<file path="config.mk">
export PLATFORM = sky130hd
export DESIGN_NAME = tscmd_cfg
export DESIGN_NICKNAME = d
export VERILOG_FILES = /design/src/rtl/tscmd_pkg.sv /design/src/rtl/tscmd_cfg.sv
export SDC_FILE = /design/constraint.sdc
export NUM_CORES = 1
export LEC_CHECK = 0
export BUFFER_PORTS_ARGS = -buffer_cell sky130_fd_sc_hd__buf_2
export CAP_MARGIN = 20
export CORE_MARGIN = 2
export CORE_UTILIZATION = 35
export CTS_BUF_LIST = sky130_fd_sc_hd__clkbuf_4 sky130_fd_sc_hd__clkbuf_8 sky130_fd_sc_hd__clkbuf_16
export DETAILED_ROUTE_END_ITERATION = 16
export PLACE_DENSITY = 0.65
export SETUP_SLACK_MARGIN = 0.15
export SYNTH_ARGS = -nofsm -noshare
export SYNTH_HDL_FRONTEND = slang
export SYNTH_SLANG_ARGS = --single-unit
</file>
<file path="constraint.sdc">
create_clock -name clk -period 1.5 [get_ports clk]
set_clock_uncertainty 0.05 [all_clocks]
set_input_delay 0.225 -clock clk [delete_from_list [all_inputs] [get_ports clk]]
set_output_delay 0.225 -clock clk [all_outputs]
set_load 0.1 [all_outputs]
</file>
<file path="src/rtl/tscmd_pkg.sv">
package tscmd_pkg;

  // Grid store depth used when the top level is not overridden
  localparam int GRID_CELLS_DEF = 1024;

  // Fixed field widths
  localparam int POS_W   = 32;
  localparam int MASS_W  = 32;
  localparam int CELL_W  = 48;
  localparam int CIDX_W  = 10;
  localparam int CFG_IW  = 3;
  localparam int CFG_DW  = 32;

  // Signed width for grid index math: 32-bit integer part, sign, wrap headroom
  localparam int IXW     = 34;
  // Signed width of the three cloud weights (Q0.16 that may leave [0,1])
  localparam int WW      = 20;
  // Signed width of mass times weight
  localparam int PROD_W  = MASS_W + 1 + WW;

  // Operation codes
  localparam logic [1:0] OP_DEPOSIT = 2'd0;
  localparam logic [1:0] OP_READ    = 2'd1;
  localparam logic [1:0] OP_WRITE   = 2'd2;

  // Configuration register indexes
  localparam logic [CFG_IW-1:0] CFG_BOUNDARY_MODE     = 3'd0;
  localparam logic [CFG_IW-1:0] CFG_GRID_LEFT_EDGE    = 3'd1;
  localparam logic [CFG_IW-1:0] CFG_INVERSE_CELL_SIZE = 3'd2;
  localparam logic [CFG_IW-1:0] CFG_CELL_COUNT        = 3'd3;
  localparam logic [CFG_IW-1:0] CFG_ACTIVE_START      = 3'd4;
  localparam logic [CFG_IW-1:0] CFG_ACTIVE_END        = 3'd5;

  // Configuration reset values
  localparam logic [31:0] RST_INVERSE_CELL_SIZE = 32'd65536;
  localparam logic [10:0] RST_CELL_COUNT        = 11'd1024;
  localparam logic [10:0] RST_ACTIVE_END        = 11'd1024;

  typedef struct packed {
    logic [1:0]               operation;
    logic signed [POS_W-1:0]  particle_position;
    logic [MASS_W-1:0]        particle_mass;
    logic [CIDX_W-1:0]        cell_index;
    logic signed [CELL_W-1:0] cell_value;
    logic                     batch_end;
  } in_item_t;

  typedef struct packed {
    logic signed [CELL_W-1:0] read_value;
    logic                     dropped;
    logic [CIDX_W-1:0]        center_cell;
    logic                     batch_done;
  } out_item_t;

  typedef struct packed {
    logic                    boundary_mode;
    logic signed [POS_W-1:0] grid_left_edge;
    logic [31:0]             inverse_cell_size;
    logic [10:0]             cell_count;
    logic [9:0]              active_start;
    logic [10:0]             active_end;
  } cfg_t;

  typedef enum logic [3:0] {
    ST_CLEAR,
    ST_IDLE,
    ST_DIFF,
    ST_MUL,
    ST_FRAC,
    ST_WGT,
    ST_NBR,
    ST_DEP_RD,
    ST_DEP_WR,
    ST_CELL_RD,
    ST_CELL_WR,
    ST_FIN
  } state_t;

  // Controller to datapath
  typedef struct packed {
    logic load_in;
    logic diff;
    logic mul;
    logic frac;
    logic wgt;
    logic nbr;
    logic clr_wr;
    logic cell_rd;
    logic cell_wr;
    logic dep_rd;
    logic dep_wr;
    logic load_out;
  } cmd_t;

  // Datapath to controller
  typedef struct packed {
    logic [1:0] in_op;
    logic       ok;
    logic       k_last;
    logic       clr_last;
  } sts_t;

endpackage

</file>
<file path="src/rtl/tscmd_cfg.sv">
module tscmd_cfg (
  input  logic                             clk,
  input  logic                             rst,
  input  logic                             cfg_write,
  input  logic [tscmd_pkg::CFG_IW-1:0]     cfg_index,
  input  logic [tscmd_pkg::CFG_DW-1:0]     cfg_data,
  output tscmd_pkg::cfg_t                  cfg
);
  import tscmd_pkg::*;

  // Register file; unknown indexes are ignored
  always_ff @(posedge clk) begin
    if (rst) begin
      cfg.boundary_mode     <= 1'b0;
      cfg.grid_left_edge    <= '0;
      cfg.inverse_cell_size <= RST_INVERSE_CELL_SIZE;
      cfg.cell_count        <= RST_CELL_COUNT;
      cfg.active_start      <= '0;
      cfg.active_end        <= RST_ACTIVE_END;
    end else if (cfg_write) begin
      case (cfg_index)
        CFG_BOUNDARY_MODE:     cfg.boundary_mode     <= cfg_data[0];
        CFG_GRID_LEFT_EDGE:    cfg.grid_left_edge    <= cfg_data;
        CFG_INVERSE_CELL_SIZE: cfg.inverse_cell_size <= cfg_data;
        CFG_CELL_COUNT:        cfg.cell_count        <= cfg_data[10:0];
        CFG_ACTIVE_START:      cfg.active_start      <= cfg_data[9:0];
        CFG_ACTIVE_END:        cfg.active_end        <= cfg_data[10:0];
        default: ;
      endcase
    end
  end

endmodule

</file>
======== Yosys cells after proc, flatten, opt, wreduce, memory -nomap -nowiden ========
Cells that the tools add are included.
Widths: inputs -> output; s select.
operators by class
  muxes and demuxes ....................... 0
  equal/unequal tests ..................... 5
  bitwise operators ....................... 0
  div/mod/pow operators ................... 0
  add/sub/neg operators ................... 0
  reductions and logical operators ........ 7
  multiply operators ...................... 0
  shift operators ......................... 0
  $lt $le $gt $ge ......................... 0
operators by type and width
  operator            number
  $reduce_and 2->1    6
  $eq 3x2->1 const B  2
  $eq 3x3->1 const B  2
  $eq 3x1->1 const B  1
  $logic_not 3->1     1
word-level totals
  logic and storage cells ................. 18
  memory bits (read-only) ................. 0
  bits in writable memories ............... 0
  memories kept ........................... 0
  register bits after elaboration ......... 97
  output and inout port bits .............. 97
  latch bits .............................. 0
  bits of input ports ..................... 38

======== Depth between registers and ports, before layout ========
Gate-level depths: netlist of the first run.
  depth in word-level cells ............... 2
  mapped depth ............................ 4
  depth with buffers taken out ............ 2

======== Worst setup path before layout of the first run ========
OpenSTA, ideal clock, no wires.
  path type ............................... reg2reg
  start point ............................. register, netlist name cfg[10]
  end point ............................... register cfg[10] (netlist name)
  cell stages (with the launch flop) ...... 3
  arrival ................................. 1166 ps
  required time ........................... 1378 ps
  library setup time ...................... 72 ps
  path slack .............................. 212 ps
  path through ............................ dfxtp_1 -> nor2_1 -> mux2i_1
RTL lines
  what       RTL line        RTL
  to (decl)  tscmd_cfg.sv:7  output tscmd_pkg::cfg_t cfg

======== Final worst setup path of the first run ========
  start point ............................. register cfg[6] (netlist name)
  end point ............................... output port cfg[6] (netlist name)
No word-level cell between the ends.

==> results of run 1 <==
## path summary, 6_finish.rpt
check                 end  slack (ns)
setup reg to reg  cfg[82]        0.82
hold reg to reg   cfg[76]        0.43
hold / removal    cfg[90]        0.12
setup / recovery   cfg[6]        0.24
## cell type report
class | instances | area (sq um)
Clock inverter | 6 | 45.04
Multi-Input combinational cell | 236 | 1868
Tap cell | 140 | 175.2
Clock buffer | 10 | 232.7
Timing Repair Buffer | 146 | 1041
Sequential cell | 97 | 1942
Fill cell | 1055 | 5632
## routing by layer
metal / share of wire / global-route usage
met1: 0.45 / 0.1916
met3: 0.071 / 0.05056
met4: 0.013 / 0.04554
met2: 0.47 / 0.2520
met5: 0 / 0
## cell usage in the layout (no fill, tap or decap)
master,Yosys,routed
clkinv_4,0,2
mux2i_1,97,97
clkinv_2,0,1
and4bb_1,1,1
and4bb_2,1,1
buf_2,5,37
dfxtp_1,97,97
nand4bb_2,0,1
buf_12,1,3
clkinvlp_4,0,3
clkbuf_16,0,9
nor2_1,5,5
nor4b_1,1,1
nand2b_1,126,126
clkbuf_4,0,1
nand4b_1,2,2
buf_4,4,106
nand4bb_1,3,2
## per-stage QoR
| stage | worst slack (ns) | cell area [sq um] | std cells | utilization | hold WS, ns |
|---|---|---|---|---|---|
| 3_5_place_dp | 0.2452 | 4783 | 619 | 0.4374 | 0.4065 |
| 3_3_place_gp | 0.3181 | 4783 | 619 | 0.4374 | 0.4046 |
| 6_report | 0.2421 | 5304 | 635 | 0.4850 | 0.1163 |
| 5_1_grt | 0.1894 | 5304 | 635 | 0.4850 | 0.1215 |
| 2_1_floorplan | 0.2120 | 3948 | 357 | - | 0.3303 |
| 4_1_cts | 0.2221 | 5304 | 635 | 0.4850 | 0.1081 |
## Yosys cell counts
cell / number
nand4b_1: 2
nand4bb_1: 3
buf_2: 5
nor2_1: 5
buf_12: 1
and4bb_2: 1
nor4b_1: 1
clkbuf_1: 12
mux2i_1: 97
buf_6: 2
dfxtp_1: 97
buf_4: 4
and4bb_1: 1
nand2b_1: 126
## power breakdown
group | internal (mW) | switching, mW | leakage [nW]
registers | 2.63 | 0.0322 | 0.785
logic | 0.242 | 0.595 | 1.64
clock network | 1.15 | 0.968 | 0.128
total | 4.02 | 1.60 | 2.55
## cells by family (layout without fill, tap and decap cells)
logic type / Yosys count / count (layout) / synth area share
AND/OR/NAND/NOR: 139 / 139 / 0.2260
multiplexers: 97 / 97 / 0.2460
flip-flops: 97 / 97 / 0.4919
buffers and inverters: 24 / 162 / 0.03613
==> flow_summary.toml, run 1 <==
[final_layout]
syn_to_final_growth_pct = 34.36
layout-drive-gt1-share = 0.3313
largest_register_ffs = 97
insertedDiodeCount = 0
fin_nets = 528
reg_top3 = "cfg: 97 flops"
regMostFlops = "cfg"

[setup_path]
crit_slowest_cell = "dfxtp_1"
crit_path_end_kind = "primary output"
r2r-start = "cfg[82]"
required_ns = 1.22
critPathMaxStageDelay_ns = 0.35
cp.buffers_inverters = 1
cpLargestDelayFamily = "flip-flops"
crit_type = "flop to primary output"
crit_start = "cfg[6]"
critPathArrivalTime_ns = 0.98
path_cells = "buf_4"
rr_worst_depth = 2
critPathMaxFanout = 2
start_kind = "flop"
crit_cells = 1

[grt]
grt_max_degree = 66
grt.total_usage = 0.1534
antenna_found_initial = 0
grt_overflow_total = 0
grt_pass1_wl_um = 14410
grt_pass1_vias = 2910

[sta]
slew_headroom = 0.7761
slew_viol_final = 0
hold_viol_final = 0
finalSetupTns_ns = 0
worst_slew_pin_slew_ns = 0.3312
fin_crit_ns = 1.258
fmax_mhz = 795.0
rsz0062_at_grt = "false"
finalSetupViolCount = 0
timing.final.crit_share = 0.8386

[pwr]
powerDensity_nw_per_um2 = 1059
power_mw = 5.614
cellLeakagePower_nw = 2.553
vdd_drop_max_mv = 0.5675

[clocking]
htreeDepth = 3
cts.clk_slew.worst_paths_ns = 0.07
cts_setup_buffers = 0
cts-resized-gates = 97
clk_latency_ns = 0.33
cts_buffers = 9
cts_tree = "yes"
cts_root_buf = "clkbuf_16"
postCtsHoldBufs = 0
clockBufferDepth = 2
clock_sinks = 97

[synthesis]
synth_seq_area_share = 0.4919
ys_ff_latch = 97
yosys.area.top_type_share = 0.4919
avgSynthCellArea_sq_um = 11.06
synth_area_leaders = "dfxtp_1 49%, mux2i_1 25%, nand2b_1 20%"
synthesis.area_sq_um = 3948
synth_cell_types = 14
syn_nets = 395
ys.warnings.count = 0
synth_area_leader_cell = "dfxtp_1"
synth_cells = 357

[detailed_routing]
drtPass1Iterations = 4
ant_nets = 0
drt-total-wl_um = 9093
viasPerCell = 4.565
routedWlPerCell_um = 14.32
drc = 0
drt_iter0_drc = 119
vias = 2899

[die]
die_area_sq_um = 12140
core-area_sq_um = 10940
die_y_um = 110.2
ios = 135
std_cell_rows = 38
die_x_um = 110.2
start_util = 0.3610

[hold_path]
whs_path_depth = 3
min_from = "cfg_data[26]"
hold_class = "input pin to flop"

[flow_run]
drv_cap = 0

[place]
dp_hpwl_um = 6357
place_congestion = 0.7400
io_buffers = 134

[outcome]
status = "complete, no violations"
Note: power is estimated with default switching activity, not from simulation.
==> inputs of run 2 (changes only) <==
clock period = 1.3 ns   (was 1.5 ns; I/O delays follow)
==> flow_summary.toml, run 2 (synthesized netlist as in run 1, its figures left out) <==
[outcome]
status = "complete, no violations"

[hold_path]
hold_class = "input pin to flop"

[setup_path]
crit_type = "flop to primary output"
start_kind = "flop"
critPathMaxStageDelay_ns = 0.38
crit_start = "cfg[62]"
path_cells = "buf_12"
crit_cells = 1
r2r_slack_ns = 0.49
rr_worst_depth = 2
cpLargestDelayFamily = "flip-flops"
crit_path_end = "cfg[62]"
crit_slowest_cell = "dfxtp_2"
crit_path_end_kind = "primary output"
rr_endpoint = "cfg[62]"
critPathArrivalTime_ns = 0.91
cp.buffers_inverters = 1
critPathMaxFanout = 2
r2r-start = "cfg[62]"
required_ns = 1.05

[pwr]
cellLeakagePower_nw = 2.982
switchingPower_mw = 1.879
vdd_drop_max_mv = 0.5648
seq_power_share = 0.417
internal_power_mw = 5.583
clockPowerShare = 0.429
power_mw = 7.462
powerDensity_nw_per_um2 = 1095
swShare = 0.2519
combPwrFrac = 0.155

[detailed_routing]
drtPass1Iterations = 4
drt-total-wl_um = 10330
drc = 0
viasPerCell = 4.611
ant_nets = 0
routedWlPerCell_um = 16.09
drt_iter0_drc = 133
vias = 2960

[clocking]
cts_tree = "yes"
clockBufferDepth = 2
htreeDepth = 3
cts_buffers = 9
clock_sinks = 97
clk_latency_ns = 0.34
cts.clk_slew.worst_paths_ns = 0.07
postCtsHoldBufs = 0
cts_root_buf = "clkbuf_16"

[sta]
fmax_mhz = 866.2
slew_viol_final = 0
worst_slew_pin_slew_ns = 0.3583
timing.final.crit_share = 0.8881
slew_headroom = 0.7578
hold_viol_final = 0
finalSetupViolCount = 0
rsz0062_at_grt = "true"
fin_crit_ns = 1.154
finalSetupTns_ns = 0

[grt]
grt_pass1_wl_um = 16010
antenna_found_initial = 0
grt.total_usage = 0.1749
grt_overflow_total = 0
grt_max_degree = 46
grt_pass1_vias = 3091

[final_layout]
layout_common_cells = "126 x nand2b_1, 99 x buf_12, 97 x mux2i_1"
syn_to_final_growth_pct = 72.62
reg_top3 = "cfg: 97 flops"
fin_nets = 535
insertedDiodeCount = 0
postLayoutCoreUtil = 0.6231
layout-drive-gt1-share = 0.5339
largest_register_ffs = 97
final_common_cell = "nand2b_1"
regMostFlops = "cfg"

[place]
dp_hpwl_um = 6944
place_congestion = 0.6916
io_buffers = 134

[die]
ios = 135
die_y_um = 110.2
die_x_um = 110.2
std_cell_rows = 38
core-area_sq_um = 10940
die_area_sq_um = 12140
start_util = 0.3610

[flow_run]
drv_cap = 0
[run 2: cell types whose count changed in the layout (fill, tap and decap cells not counted), moves of 8 or more]
cell / previous run / this run
dfxtp_4: 0 / 8
buf_4: 106 / 13
buf_12: 3 / 99
dfxtp_1: 97 / 0
dfxtp_2: 0 / 89
[run 2: worst min-delay path by stage]
| stage | cells past startpoint | endpoint | from | slack [ns] |
|---|---|---|---|---|
| 2_1_floorplan | 2 | cfg[80] | cfg_data[16] | 0.29 |
| 3_3_place_gp | 2 | cfg[57] | cfg[57] | 0.40 |
| 3_5_place_dp | 2 | cfg[76] | cfg[76] | 0.41 |
| 4_1_cts | 3 | cfg[80] | cfg_data[16] | 0.05 |
| 5_1_grt | 3 | cfg[80] | cfg_data[16] | 0.07 |
| 6_report | 3 | cfg[80] | cfg_data[16] | 0.07 |
[run 2: area by class of cell]
class | instances | area [sq um]
clock inverters | 6 | 130.1
fillers | 845 | 4121
well taps | 140 | 175.2
flip-flops and latches | 97 | 2083
multi-input cells | 236 | 1868
repair buffers | 153 | 2325
clock buffers | 10 | 232.7
[run 2: power by group through the flow]
stage	logic (mW)	clock network, mW	registers, mW
after global routing	1.21	3.42	3.11
after detailed placement	1.07	0	3.17
after global placement	1.06	0	3.17
after floorplan	0.259	0	3.63
after CTS	1.13	3.28	3.12
final	1.15	3.20	3.11
[run 2: through the flow]
stage	std cells	hold WS, ns	setup WS (ns)	instance area (sq um)
after floorplan	357	0.2928	0.3160	4069
after global placement	622	0.4031	0.1346	5791
after detailed placement	622	0.4111	0.09390	5791
after CTS	638	0.05480	0.1248	6591
after global routing	642	0.07252	0.1174	6814
final	642	0.06668	0.1455	6814
[run 2: layer usage]
metal,wire length (um),GRT usage
met5,0,0
met4,199,0.07232
met3,824,0.06232
met2,5205,0.2879
met1,4100,0.2068
[run 2: what timing repair did]
action	in CTS	in global routing
setup endpoints to repair	43	55
setup buffers	0	4
gates resized for setup	129	43
==> inputs of run 3 (changes only) <==
PLACE_DENSITY = default   (was 0.65)
PLACE_DENSITY_LB_ADDON = 0.08   (was default)
==> flow_summary.toml, run 3 (synthesized netlist as in run 1, its figures left out) <==
[clocking]
cts_setup_buffers = 0
clockBufferDepth = 2
cts-resized-gates = 134
cts_root_buf = "clkbuf_16"
cts.clk_slew.worst_paths_ns = 0.06
clk_latency_ns = 0.33
postCtsHoldBufs = 0
htreeDepth = 3
cts_tree = "yes"
cts_buffers = 9
clock_sinks = 97

[setup_path]
rr_worst_depth = 2
rr_endpoint = "cfg[28]"
crit_path_end_kind = "primary output"
path_cells = "buf_8"
crit_type = "flop to primary output"
start_kind = "flop"
r2r-start = "cfg[28]"
crit_path_end = "cfg[76]"
crit_cells = 1
cp.buffers_inverters = 1
critPathArrivalTime_ns = 0.88
crit_slowest_cell = "dfxtp_2"
critPathMaxStageDelay_ns = 0.35
required_ns = 1.05
critPathMaxFanout = 2
cpLargestDelayFamily = "flip-flops"
crit_start = "cfg[76]"
r2r_slack_ns = 0.60

[sta]
worst_slew_pin_slew_ns = 0.5403
fin_crit_ns = 1.130
finalSetupViolCount = 0
hold_viol_final = 0
rsz0062_at_grt = "true"
slew_headroom = 0.6347
slew_viol_final = 0
fmax_mhz = 885.2
fin_hold_ws_ns = 0.08271
worst_slack_ns = 0.1703
timing.final.crit_share = 0.8690
finalSetupTns_ns = 0

[die]
start_util = 0.3610
die_x_um = 110.2
core-area_sq_um = 10940
die_y_um = 110.2
ios = 135
std_cell_rows = 38
die_area_sq_um = 12140

[final_layout]
fin_area_sq_um = 6614
instances_no_fill = 635
layout_common_cells = "126 x nand2b_1, 97 x mux2i_1, 88 x dfxtp_2"
final_common_cell = "nand2b_1"
reg_top3 = "cfg: 97 flops"
postLayoutCoreUtil = 0.6048
layout-drive-gt1-share = 0.5273
largest_register_ffs = 97
regMostFlops = "cfg"
syn_to_final_growth_pct = 67.54
fin_nets = 530
fill_cells = 885
insertedDiodeCount = 0

[detailed_routing]
routedWlPerCell_um = 15.31
drtPass1Iterations = 4
vias = 2927
viasPerCell = 4.609
ant_nets = 0
drc = 0
drt-total-wl_um = 9724
drt_iter0_drc = 83

[grt]
grt_pass1_wl_um = 15240
antenna_found_initial = 0
grt_overflow_total = 0
grt_max_degree = 54
grt.total_usage = 0.1651
grt_pass1_vias = 2996

[place]
place_congestion = 0.7255
dp_hpwl_um = 6633
place_inst = 621
io_buffers = 134
pre_cts_slack_ns = 0.009830
place_area_sq_um = 5635

[pwr]
power_mw = 6.715
vdd_drop_max_mv = 0.6423
powerDensity_nw_per_um2 = 1015
cellLeakagePower_nw = 2.898

[outcome]
status = "complete, no violations"

[hold_path]
hold_class = "input pin to flop"

[flow_run]
drv_cap = 0
## run 3: changes by cell type in the layout (fill, tap and decap cells not counted), sizes merged
cell / before / now
buf: 153 / 148
bufinv: 4 / 0
clkinv: 2 / 0
clkbuf: 10 / 14
## run 3: how the worst min path moves through the flow
stage                       from       to  depth (start not counted)
CTS                 cfg_data[16]  cfg[80]                          3
global route        cfg_data[16]  cfg[80]                          3
floorplan           cfg_data[16]  cfg[80]                          2
finish              cfg_data[16]  cfg[80]                          3
global placement         cfg[57]  cfg[57]                          2
detailed placement        cfg[1]   cfg[1]                          2
## run 3: layout make-up
cell class,instances,area [sq um],share of cell area
multi-input combinational,236,1868,0.2824
sequential,97,2086,0.3154
timing repair buffer,148,2210,0.3341
tap,140,175.2,0.02649
clock buffer,14,275.3,0.04162
## run 3: per-layer routing
metal	share of wire	track usage
met3	0.074	0.07113
met4	0.0088	0.03750
met5	0	0
met2	0.49	0.2730
met1	0.43	0.1991
## run 3: tightest hold or removal path, cell delays in order
cell and delay, ns:
buf_2 0.11, nand2b_1 0.06, mux2i_1 0.06
## run 3: power by group
part	internal (mW)	switching, mW
clock	1.45	1.03
combinational	0.439	0.691
sequential	3.04	0.0706
total	4.92	1.79
