**config.mk**
```make
export PLATFORM = sky130hd
export DESIGN_NAME = tscmd_ctrl
export DESIGN_NICKNAME = d
export VERILOG_FILES = /design/src/rtl/tscmd_pkg.sv /design/src/rtl/tscmd_ctrl.sv
export SDC_FILE = /design/constraint.sdc
export NUM_CORES = 1
export LEC_CHECK = 0
export BUFFER_PORTS_ARGS = -buffer_cell sky130_fd_sc_hd__buf_2
export CAP_MARGIN = 5
export CORE_MARGIN = 4
export CORE_UTILIZATION = 30
export CTS_CLUSTER_DIAMETER = 80
export DETAILED_ROUTE_END_ITERATION = 7
export PLACE_DENSITY = 0.7
export SLEW_MARGIN = 20
export SYNTH_ARGS = -nofsm -noshare
export SYNTH_HDL_FRONTEND = slang
export SYNTH_SLANG_ARGS = --single-unit
export TNS_END_PERCENT = 5
```
**constraint.sdc**
```tcl
create_clock -name clk -period 1.4 [get_ports clk]
set_clock_uncertainty 0.2 [all_clocks]
set_input_delay 0.07 -clock clk [delete_from_list [all_inputs] [get_ports clk]]
set_output_delay 0.07 -clock clk [all_outputs]
set_load 0.05 [all_outputs]
```
**src/rtl/tscmd_pkg.sv**
```systemverilog
package tscmd_pkg;

  // Grid store depth used when the top level is not overridden
  localparam int GRID_CELLS_DEF = 1024;

  // Fixed field widths
  localparam int POS_W   = 32;
  localparam int MASS_W  = 32;
  localparam int CELL_W  = 48;
  localparam int CIDX_W  = 10;
  localparam int CFG_IW  = 3;
  localparam int CFG_DW  = 32;

  // Signed width for grid index math: 32-bit integer part, sign, wrap headroom
  localparam int IXW     = 34;
  // Signed width of the three cloud weights (Q0.16 that may leave [0,1])
  localparam int WW      = 20;
  // Signed width of mass times weight
  localparam int PROD_W  = MASS_W + 1 + WW;

  // Operation codes
  localparam logic [1:0] OP_DEPOSIT = 2'd0;
  localparam logic [1:0] OP_READ    = 2'd1;
  localparam logic [1:0] OP_WRITE   = 2'd2;

  // Configuration register indexes
  localparam logic [CFG_IW-1:0] CFG_BOUNDARY_MODE     = 3'd0;
  localparam logic [CFG_IW-1:0] CFG_GRID_LEFT_EDGE    = 3'd1;
  localparam logic [CFG_IW-1:0] CFG_INVERSE_CELL_SIZE = 3'd2;
  localparam logic [CFG_IW-1:0] CFG_CELL_COUNT        = 3'd3;
  localparam logic [CFG_IW-1:0] CFG_ACTIVE_START      = 3'd4;
  localparam logic [CFG_IW-1:0] CFG_ACTIVE_END        = 3'd5;

  // Configuration reset values
  localparam logic [31:0] RST_INVERSE_CELL_SIZE = 32'd65536;
  localparam logic [10:0] RST_CELL_COUNT        = 11'd1024;
  localparam logic [10:0] RST_ACTIVE_END        = 11'd1024;

  typedef struct packed {
    logic [1:0]               operation;
    logic signed [POS_W-1:0]  particle_position;
    logic [MASS_W-1:0]        particle_mass;
    logic [CIDX_W-1:0]        cell_index;
    logic signed [CELL_W-1:0] cell_value;
    logic                     batch_end;
  } in_item_t;

  typedef struct packed {
    logic signed [CELL_W-1:0] read_value;
    logic                     dropped;
    logic [CIDX_W-1:0]        center_cell;
    logic                     batch_done;
  } out_item_t;

  typedef struct packed {
    logic                    boundary_mode;
    logic signed [POS_W-1:0] grid_left_edge;
    logic [31:0]             inverse_cell_size;
    logic [10:0]             cell_count;
    logic [9:0]              active_start;
    logic [10:0]             active_end;
  } cfg_t;

  typedef enum logic [3:0] {
    ST_CLEAR,
    ST_IDLE,
    ST_DIFF,
    ST_MUL,
    ST_FRAC,
    ST_WGT,
    ST_NBR,
    ST_DEP_RD,
    ST_DEP_WR,
    ST_CELL_RD,
    ST_CELL_WR,
    ST_FIN
  } state_t;

  // Controller to datapath
  typedef struct packed {
    logic load_in;
    logic diff;
    logic mul;
    logic frac;
    logic wgt;
    logic nbr;
    logic clr_wr;
    logic cell_rd;
    logic cell_wr;
    logic dep_rd;
    logic dep_wr;
    logic load_out;
  } cmd_t;

  // Datapath to controller
  typedef struct packed {
    logic [1:0] in_op;
    logic       ok;
    logic       k_last;
    logic       clr_last;
  } sts_t;

endpackage

```
**src/rtl/tscmd_ctrl.sv**
```systemverilog
module tscmd_ctrl (
  input  logic              clk,
  input  logic              rst,
  input  logic              in_valid,
  output logic              in_ready,
  output logic              out_valid,
  input  logic              out_ready,
  input  tscmd_pkg::sts_t   sts,
  output tscmd_pkg::cmd_t   cmd
);
  import tscmd_pkg::*;

  state_t state, state_next;
  logic   out_valid_next;

  // State and output valid registers
  always_ff @(posedge clk) begin
    if (rst) begin
      state     <= ST_CLEAR;
      out_valid <= 1'b0;
    end else begin
      state     <= state_next;
      out_valid <= out_valid_next;
    end
  end

  // Next state and commands
  always_comb begin
    state_next = state;
    cmd        = '0;
    in_ready   = 1'b0;
    case (state)
      ST_CLEAR: begin
        cmd.clr_wr = 1'b1;
        if (sts.clr_last) state_next = ST_IDLE;
      end
      ST_IDLE: begin
        in_ready = 1'b1;
        if (in_valid) begin
          cmd.load_in = 1'b1;
          case (sts.in_op)
            OP_DEPOSIT: state_next = ST_DIFF;
            OP_READ:    state_next = ST_CELL_RD;
            OP_WRITE:   state_next = ST_CELL_WR;
            default:    state_next = ST_FIN;
          endcase
        end
      end
      ST_DIFF: begin
        cmd.diff   = 1'b1;
        state_next = ST_MUL;
      end
      ST_MUL: begin
        cmd.mul    = 1'b1;
        state_next = ST_FRAC;
      end
      ST_FRAC: begin
        cmd.frac   = 1'b1;
        state_next = ST_WGT;
      end
      ST_WGT: begin
        cmd.wgt    = 1'b1;
        state_next = ST_NBR;
      end
      ST_NBR: begin
        cmd.nbr    = 1'b1;
        state_next = sts.ok ? ST_DEP_RD : ST_FIN;
      end
      ST_DEP_RD: begin
        cmd.dep_rd = 1'b1;
        state_next = ST_DEP_WR;
      end
      ST_DEP_WR: begin
        cmd.dep_wr = 1'b1;
        state_next = sts.k_last ? ST_FIN : ST_DEP_RD;
      end
      ST_CELL_RD: begin
        cmd.cell_rd = 1'b1;
        state_next  = ST_FIN;
      end
      ST_CELL_WR: begin
        cmd.cell_wr = 1'b1;
        state_next  = ST_FIN;
      end
      ST_FIN: begin
        // Hold until the output register is free
        if (!out_valid || out_ready) begin
          cmd.load_out = 1'b1;
          state_next   = ST_IDLE;
        end
      end
      default: state_next = ST_CLEAR;
    endcase
  end

  // Output valid: set on load, drop when taken
  always_comb begin
    if (cmd.load_out) out_valid_next = 1'b1;
    else if (out_ready) out_valid_next = 1'b0;
    else out_valid_next = out_valid;
  end

endmodule

```
Word level (Yosys, flattened, before mapping)

Cells that the tools add are included.

Word-level logic and storage cells: 49
Bits in registers: 5
Output and inout port bits: 14

Mux-type cells: 24
Reduce and logical (&&, ||, !) cells: 7
Equal/unequal tests: 16

Operators with widths:

| operator             | number |
|---|---|
| $pmux W4 S11         | 1 |
| $mux W4              | 5 |
| $mux W1              | 17 |
| $eq A4 B3 Y1 const B | 4 |
| $eq A4 B4 Y1 const B | 4 |
| $pmux W4 S3          | 1 |
| $eq A4 B2 Y1 const B | 2 |
| $ne A2 B2 Y1 const B | 3 |
| $eq A4 B1 Y1 const B | 1 |
| $logic_not A4 Y1     | 1 |
| $reduce_and A3 Y1    | 1 |
| $eq A2 B1 Y1 const B | 1 |
| $eq A2 B2 Y1 const B | 1 |
| $logic_not A2 Y1     | 1 |
| $reduce_bool A2 Y1   | 1 |
| $reduce_or A2 Y1     | 1 |
| $logic_not A1 Y1     | 1 |
| $logic_or A1 B1 Y1   | 1 |

Longest topological paths before layout

Gate-level depths: netlist of the first run.

Depth in word-level cells: 5
Gate-level depth with buffers: 5
Depth with buffers taken out: 4

Least setup slack after synthesis of the first run

Ideal clock, no wire load.

Path kind: reg-to-output
Start: register state[3]
End: output cmd[11] in the netlist's numbering
Stages on the path, launching flop included: 5
Arrival: 1.866 ns
Path slack: -0.736 ns
Path buffers: 1
Path through: dfxtp_1 -> buf_2 -> nand2b_1 -> nor2_1 -> and2_1

RTL lines:

| item                     | line             | RTL |
|---|---|---|
| start: declaration       | tscmd_ctrl.sv:13 | `state_t state, state_next;` |
| start signal: assignment | tscmd_ctrl.sv:22 | `state <= state_next;` |
| end: declaration         | tscmd_ctrl.sv:9  | `output tscmd_pkg::cmd_t cmd` |

==> results of run 1 <==
## critical path: cells and delay by family (launching register included)
| family | cells | cell delay (ns) |
|---|---|---|
| buf+inv | 2 | 0.28 |
| simple gates | 3 | 0.41 |
| flops | 1 | 0.35 |
## area by class of cell
cell class	instances	area, um^2
fillers	109	447.9
repair buffers	43	416.7
well taps	16	20.02
flip-flops and latches	5	103.9
multi-input cells	56	470.5
inverters	1	3.754
clock buffers	4	26.28
## timing repair
item,CTS,global route
gates resized for setup,44,18
pin swaps,4,1
endpoints found under the setup margin,16,17
hold buffers,2,0
hold endpoints to repair,5,0
buffers inserted,2,0
## metrics by stage
step	util (%)	total power, mW	setup WS, ns	hold slack, ns	std cells
after floorplan	-	1.026	-0.1697	-0.06093	70
after global placement	51.18	1.307	-0.03189	0.09181	117
after detailed placement	51.18	1.331	-0.07434	0.08959	117
after CTS	65.21	1.789	-0.1402	0.02720	125
after global routing	69.92	1.990	-0.2119	0.05784	125
final	69.92	1.894	-0.1668	0.02960	125
## state kept, by name, indices dropped and copies added, names as in the netlist
signal,cells
state,4
out_valid,1
## logic make-up (layout without fill, tap and decap cells)
| kind of cell | count (synthesis) | after routing | synth area share (%) |
|---|---|---|---|
| simple gates | 38 | 38 | 41.91 |
| mux | 1 | 1 | 2.122 |
| flops | 5 | 5 | 21.22 |
| buf+inv | 9 | 48 | 10.87 |
| compound gates | 17 | 17 | 23.87 |
## cell usage after synthesis (2+ instances only)
cell type / number / area (um^2)
nor3_1: 8 / 40.04
a21oi_1: 5 / 25.02
o21a_1: 2 / 15.01
nand2_1: 4 / 15.01
o21ai_1: 3 / 15.01
dfxtp_1: 5 / 100.1
a22oi_1: 2 / 15.01
buf_2: 5 / 25.02
o32a_1: 2 / 20.02
nand2b_1: 5 / 31.28
nor2_1: 10 / 37.54
nor2b_1: 5 / 31.28
## power by group
| part | total, mW | switching, mW | leakage, nW | internal (mW) |
|---|---|---|---|---|
| Clock | 0.177 | 0.0685 | 0.0150 | 0.108 |
| Sequential | 0.209 | 0.0272 | 0.0422 | 0.182 |
| Combinational | 1.51 | 0.818 | 0.368 | 0.690 |
## worst min path at each step
stage	from	endpoint	slack, ns	depth (start not counted)
after floorplan	rst	out_valid$_SDFFE_PP0P_	-0.06	1
after global placement	rst	state[1]$_SDFFE_PP0P_	0.09	2
after detailed placement	rst	state[0]$_SDFFE_PP0P_	0.09	2
after CTS	out_ready	state[1]$_SDFFE_PP0P_	0.03	4
after global routing	sts[2]	state[2]$_SDFFE_PP0P_	0.06	4
final	sts[2]	state[2]$_SDFFE_PP0P_	0.03	4
## layer usage
metal / global-route usage [%] / part of all wire [%] / up-vias
met1: 17.19 / 35 / 313
li1: - / - / 323
met2: 27.54 / 55 / 30
met5: 0 / 0 / -
met3: 5.639 / 7.2 / 6
met4: 8.602 / 3.0 / 0
==> flow_summary.toml, run 1 <==
[global_route]
grt_max_degree = 11
antenna_found_initial = 0
grt_usage_pct = 16.06
grt_pass1_wl_um = 2497
grt-ovfl-total = 0
grt_pass1_vias = 589

[detailed_routing]
drtIter0Drc = 18
vias_per_cell = 5.376
first_pass_iters = 4
wl_per_cell_um = 14.63
vias = 672
route.detailed.drc = 0
routed_wl_um = 1829
ant_nets = 0

[critical_path]
slowest_delay_ns = 0.35
crit_path_start = "state[1]$_SDFFE_PP0P_"
r2r_end = "state[3]$_SDFFE_PP0P_"
cp.arrival_ns = 1.30
setup.worst_path.end = "cmd[0]"
ff2ff_path_depth = 5
path_class = "flop to primary output"
required_ns = 1.13
critPathMaxFanout = 3
crit_path_end_kind = "primary output"
timing.critical_path.mode_cell = "buf_6"
cp-start-kind = "flop"
crit_chain = "buf_6 -> nor2b_4 -> nand3_2 -> nor2b_2 -> buf_6"
r2r_slack_ns = -0.15
regToRegStartpoint = "state[3]$_SDFFE_PP0P_"
worst_path_max_delay_cell = "dfxtp_2"

[floorplan]
die_h_um = 47.65
row_count = 14
initial_utilization_pct = 31.68
coreArea_um2 = 1489
dieArea_um2 = 2271
io_pins = 23
die_w_um = 47.65

[placement]
gp_congestion = 0.8104
place_area_um2 = 762.0
port_buffers = 22
hpwl_um = 1163

[yosys]
synth_edf_count = 0
ys_ff_latch = 5
ys_seq_area_share_pct = 21.22
synthDistinctLibCells = 26
async_flop_share_pct = 0
ys_warn_count = 0
syn-num-nets = 79
synth_ff_type = "dfxtp_1"
syn_area_per_cell_um2 = 6.739
synthCells = 70
syn_area_um2 = 471.7

[clocking]
ctsLongestPathBuffers = 2
cts_sinks = 5
clockRootBuffer = "clkbuf_4"
cts-htree-levels = 1
cts_made_buffers = 3
cts.reportedPaths.clkPinSlew_ns = 0.05
worst_skew_pair.late_latency_ns = 0.25
cts_tree = "done"

[min_path]
hold_path.class = "input port to flop"

[sta]
setup_tns_ns = -1.788
finalCriticalPeriod_ns = 1.567
timing.final.crit_share_pct = 111.9
max_freq_mhz = 638.2
setup_violations = 16
rsz0062_at_grt = "true"
tightest_slew_ns = 0.3105
fin_ws_ns = -0.1668
finalHoldViolations = 0
maxSlewHeadroom_pct = 79.01
report.final.slew_viol_count = 0

[final_layout]
final_common_cell = "buf_6"
fin_nets = 119
fin_area_um2 = 1041
syn_to_final_growth_pct = 120.7
diodes = 0
drive_above_1_share_pct = 64.22
final_cell_mix = "buf_6 (19), buf_2 (9), buf_4 (8)"

[run_status]
violations = "negative setup slack"
outcome = "finished, violations left"

[job]
drv_cap = 0

[power_and_ir_drop]
p_leak_nw = 0.4247
ir_worst_vdd_v = 0.0007424
powerDensity_nw_per_um2 = 1820
Note: power is estimated with default switching activity, not from simulation.
==> run 2, diff against run 1 <==
- ABC_AREA: unset -> 1
- CORE_AREA: unset -> 4 4 41 43
- CORE_MARGIN: 4 -> unset
- CORE_UTILIZATION: 30 -> unset
- DIE_AREA: unset -> 0 0 45 47
- PLACE_DENSITY: 0.7 -> 0.77
==> flow_summary.toml, run 2 <==
[yosys]
async_flop_share_pct = 0
synth_ff_type = "dfxtp_1"
synthDistinctLibCells = 14
synthCells = 87
yosysMostFrequentCell = "nand2_1"
yosys-top-cells-count = "nand2_1 (24), inv_1 (20), nor2_1 (14)"
syn_area_um2 = 446.7
synthDominantCellAreaShare_pct = 22.41
syn_area_per_cell_um2 = 5.134
ys_warn_count = 0
synth_edf_count = 0
syn-num-nets = 96
yosysTopAreaCell = "dfxtp_1"
ys_ff_latch = 5
ys_seq_area_share_pct = 22.41
yosys-top-cells-area = "dfxtp_1 (22%), nand2_1 (20%), inv_1 (17%)"

[final_layout]
drive_above_1_share_pct = 50.86
layoutNonFillerInstCount = 131
fin_area_um2 = 828.3
fin_util_pct = 63.65
top_register = "state"
largest_reg_flops = 4
reg_top3 = "state: 4 flops, out_valid: 1 flops"
final_common_cell = "nand2_1"
syn_to_final_growth_pct = 85.43
diodes = 0
final_cell_mix = "nand2_1 (18), inv_1 (15), buf_6 (11)"
fin_nets = 126

[placement]
place_area_um2 = 591.8
dp.cells = 124
port_buffers = 22
hpwl_um = 1022
gp_congestion = 0.8136

[run_status]
outcome = "finished, violations left"
violations = "negative hold slack, negative setup slack"

[detailed_routing]
routed_wl_um = 1497
drtIter0Drc = 17
vias_per_cell = 4.916
wl_per_cell_um = 11.43
route.detailed.drc = 0
ant_nets = 0
vias = 644
first_pass_iters = 4

[global_route]
grt_pass1_wl_um = 2311
grt_pass1_vias = 591
grt-ovfl-total = 0
antenna_found_initial = 0
grt_max_degree = 7
grt_usage_pct = 15.14

[power_and_ir_drop]
power.total_mw = 1.670
power_frac_clock_pct = 10.8
p_leak_nw = 0.4786
switching_share_pct = 56.82
p_int_mw = 0.7210
power_frac_comb_pct = 69.9
powerDensity_nw_per_um2 = 2016
ir_worst_vdd_v = 0.001056
pwr-share-seq_pct = 19.3
switchingPower_mw = 0.9488

[critical_path]
critPathMaxFanout = 6
worst_path_max_delay_cell = "dfxtp_4"
r2r_slack_ns = 0
crit_chain = "inv_2 -> nor2_2 -> nand2_1 -> inv_1 -> buf_6"
cp.arrival_ns = 1.18
path_class = "flop to primary output"
required_ns = 1.13
cpLargestDelayFamily = "flip-flops"
crit_path_end_kind = "primary output"
cp_num_buf_inv = 3
slowest_delay_ns = 0.41
cp-start-kind = "flop"

[floorplan]
dieArea_um2 = 2115
die_w_um = 45
initial_utilization_pct = 34.33
die_h_um = 47
io_pins = 23
row_count = 13
coreArea_um2 = 1301

[clocking]
cts.reportedPaths.clkPinSlew_ns = 0.05
ctsLongestPathBuffers = 2
cts-htree-levels = 1
hold_buffers = 1
clockRootBuffer = "clkbuf_4"
cts_sinks = 5
cts_tree = "done"
cts_made_buffers = 3
worst_skew_pair.late_latency_ns = 0.26

[min_path]
hold_path.class = "input port to flop"

[sta]
rsz0062_at_grt = "true"
finalHoldViolations = 3
fin_ws_ns = -0.05081
setup_violations = 10
whs_ns = -0.06628
maxSlewHeadroom_pct = 83.44
tightest_slew_ns = 0.2474
finalCriticalPeriod_ns = 1.451
timing.final.crit_share_pct = 103.6
report.final.slew_viol_count = 0
max_freq_mhz = 689.3

[job]
drv_cap = 0
-- run 2: cell types whose count changed after synthesis, sizes merged, moves of 2 or more --
cell	delta
a22oi	-2
buf	-6
inv	+20
nand2	+21
nand2b	-5
nand3	+5
nor2	+8
nor2b	-5
nor3	-4
o21a	-2
o21ai	-2
o32a	-2
-- run 2: path summary, 6_finish.rpt --
path / start / end / depth (start not counted)
max reg2reg: state[3]$_SDFFE_PP0P_ / state[0]$_SDFFE_PP0P_ / 6
max: state[0]$_SDFFE_PP0P_ / cmd[7] / 5
min: out_ready / out_valid$_SDFFE_PP0P_ / 4
min reg2reg: out_valid$_SDFFE_PP0P_ / out_valid$_SDFFE_PP0P_ / 4
-- run 2: final cells by class --
| class | instances | area (um^2) |
|---|---|---|
| timing repair buffer | 26 | 224.0 |
| inverter | 21 | 88.84 |
| clock buffer | 4 | 26.28 |
| sequential | 5 | 116.4 |
| multi-input combinational | 60 | 354.1 |
| fill | 118 | 473.0 |
| tap | 15 | 18.77 |
-- run 2: tightest hold or removal path: stages --
cell and delay, ns:
buf_2 0.07, nor2_1 0.06, nor2_1 0.10, nor2_1 0.04
-- run 2: through the flow --
| step | TNS, ns | setup slack, ns |
|---|---|---|
| after floorplan | -0.4445 | -0.1063 |
| after global routing | -1.249 | -0.1241 |
| after detailed placement | -0.1096 | -0.06344 |
| final | -0.3518 | -0.05081 |
| after CTS | -0.2369 | -0.05627 |
| after global placement | -0.07118 | -0.05053 |
-- run 2: kinds of logic (layout without fill, tap and decap cells) --
logic type | Yosys count | after routing | synth area share (%)
buffers and inverters | 22 | 51 | 19.33
flip-flops | 5 | 5 | 22.41
AO/OA/AOI/OAI | 6 | 6 | 6.721
AND/OR/NAND/NOR | 54 | 54 | 51.54
-- run 2: repair_timing --
item,CTS,global route
endpoints found under the setup margin,16,17
endpoints found under the hold margin,5,3
buffers inserted,0,2
pin swaps,1,8
gates resized for setup,36,27
-- run 2: routing by layer --
metal  up-vias  track usage, %  wire length [um]
met4         0           8.772                28
met1       288           15.84               554
met5         -               0                 0
li1        318               -                 -
met2        33           27.68               784
met3         5           3.448               129
-- run 2: power groups by stage --
stage	clock network [mW]	logic, mW	registers, mW
2_1_floorplan	0	0.712	0.231
3_3_place_gp	0	0.883	0.236
3_5_place_dp	0	0.887	0.242
4_1_cts	0.186	1.01	0.282
5_1_grt	0.200	1.26	0.329
6_report	0.181	1.17	0.322
==> run 3, diff against run 2 <==
- PLACE_DENSITY: 0.77 -> 0.76
- SKIP_LAST_GASP: unset -> 1
==> flow_summary.toml, run 3 (same netlist as run 2, synthesis figures left out) <==
[power_and_ir_drop]
p_leak_nw = 0.4655
ir_worst_vdd_v = 0.001726
powerDensity_nw_per_um2 = 2012

[clocking]
cts_sinks = 5
clockRootBuffer = "clkbuf_4"
worst_skew_pair.late_latency_ns = 0.24
cts.reportedPaths.clkPinSlew_ns = 0.04
cts_tree = "done"
hold_buffers = 1
cts_made_buffers = 3
cts-htree-levels = 1
ctsLongestPathBuffers = 2

[critical_path]
crit_path_start = "state[1]$_SDFFE_PP0P_"
path_class = "flop to primary output"
crit_path_end_kind = "primary output"
r2r_end = "state[2]$_SDFFE_PP0P_"
cp-start-kind = "flop"
slowest_delay_ns = 0.36
ff2ff_path_depth = 7
regToRegStartpoint = "state[2]$_SDFFE_PP0P_"
required_ns = 1.13
crit_chain = "buf_4 -> nor2_4 -> nand2_2 -> inv_1 -> buf_6"
cp.arrival_ns = 1.22
r2r_slack_ns = -0.08
critPathMaxFanout = 5
worst_path_max_delay_cell = "dfxtp_4"

[detailed_routing]
routed_wl_um = 1630
vias = 648
vias_per_cell = 4.909
drtIter0Drc = 14
wl_per_cell_um = 12.35
ant_nets = 0
route.detailed.drc = 0
first_pass_iters = 4

[sta]
fin_ws_ns = -0.09335
maxSlewHeadroom_pct = 84.18
finalHoldViolations = 1
tightest_slew_ns = 0.2355
max_freq_mhz = 669.6
report.final.slew_viol_count = 0
setup_violations = 14
finalCriticalPeriod_ns = 1.493
timing.final.crit_share_pct = 106.7
whs_ns = -0.04576
rsz0062_at_grt = "true"
setup_tns_ns = -0.4085

[min_path]
min_from = "out_ready"
holdPathStages = 4
min_to = "out_valid$_SDFFE_PP0P_"
hold_path.class = "input port to flop"

[run_status]
outcome = "finished, violations left"
violations = "negative hold slack, negative setup slack"

[final_layout]
fin_nets = 127
num-fill-cells = 122
final_cell_mix = "inv_1 (16), nand2_1 (16), buf_6 (10)"
drive_above_1_share_pct = 51.28
reg_top3 = "state: 4 flops, out_valid: 1 flops"
layoutNonFillerInstCount = 132
largest_reg_flops = 4
top_register = "state"
syn_to_final_growth_pct = 81.23
diodes = 0

[global_route]
grt_pass1_vias = 646
grt_max_degree = 7
grt_pass1_wl_um = 2532
antenna_found_initial = 0
grt_usage_pct = 16.39
grt-ovfl-total = 0

[floorplan]
die_w_um = 45
dieArea_um2 = 2115
initial_utilization_pct = 34.33
die_h_um = 47
coreArea_um2 = 1301
row_count = 13
io_pins = 23

[placement]
dp.cells = 126
hpwl_um = 1064
port_buffers = 22
gp_congestion = 0.8963

[job]
drv_cap = 0
## run 3: changes by cell type in the layout (fill, tap and decap cells not counted), moves of 2 or more
| cell | previous run | this run |
|---|---|---|
| nand2_2 | 4 | 8 |
| buf_4 | 4 | 7 |
| nand2_1 | 18 | 16 |
| nand2_4 | 3 | 1 |
## run 3: critical path, delay by kind of cell (launching register included)
| family | cells | cell delay, ns |
|---|---|---|
| buffers and inverters | 3 | 0.40 |
| flip-flops | 1 | 0.36 |
| AND/OR/NAND/NOR | 2 | 0.21 |
## run 3: area by class of cell
cell class	instances	area, um^2	area share [%]
well taps	15	18.77	2.318
clock buffers	4	26.28	3.246
flip-flops and latches	5	116.4	14.37
inverters	21	81.33	10.05
multi-input cells	60	346.6	42.81
repair buffers	27	220.2	27.20
## run 3: where the power goes
group | switching, mW | internal [mW]
Clock | 0.0609 | 0.108
Sequential | 0.0983 | 0.205
Combinational | 0.764 | 0.393
## run 3: how the worst max path moves through the flow
stage / end / slack, ns / cells past startpoint
after global routing: cmd[4] / -0.13 / 5
after floorplan: cmd[1] / -0.11 / 3
after detailed placement: state[0]$_SDFFE_PP0P_ / -0.03 / 7
after global placement: state[3]$_SDFFE_PP0P_ / -0.01 / 7
after CTS: cmd[1] / -0.03 / 4
final: cmd[4] / -0.09 / 5
## run 3: what timing repair did
item | 4_1_cts | 5_1_grt
hold endpoints to repair | 5 | 1
pin swaps | 1 | 4
resized for setup | 37 | 18
endpoints found under the setup margin | 17 | 17
setup buffers | 0 | 1
## run 3: stage by stage
| step | instance area [um^2] | setup WS [ns] | hold WS (ns) | utilization, % | total power [mW] |
|---|---|---|---|---|---|
| 2_1_floorplan | 462.9 | -0.1063 | -0.06503 | - | 0.9431 |
| 3_3_place_gp | 606.8 | -0.01435 | 0.09950 | 46.63 | 1.146 |
| 3_5_place_dp | 606.8 | -0.02603 | 0.09116 | 46.63 | 1.160 |
| 4_1_cts | 749.5 | -0.03080 | -0.05003 | 57.60 | 1.495 |
| 5_1_grt | 809.5 | -0.1288 | -0.02059 | 62.21 | 1.731 |
| 6_report | 809.5 | -0.09335 | -0.04576 | 62.21 | 1.629 |
## run 3: routing by layer
metal  vias to the layer above  wire length (um)  track usage, %
met2                        24               902           30.79
met5                         -                 0               0
li1                        324                 -               -
met4                         0                31           7.602
met3                         4                75           2.299
met1                       296               621           18.08
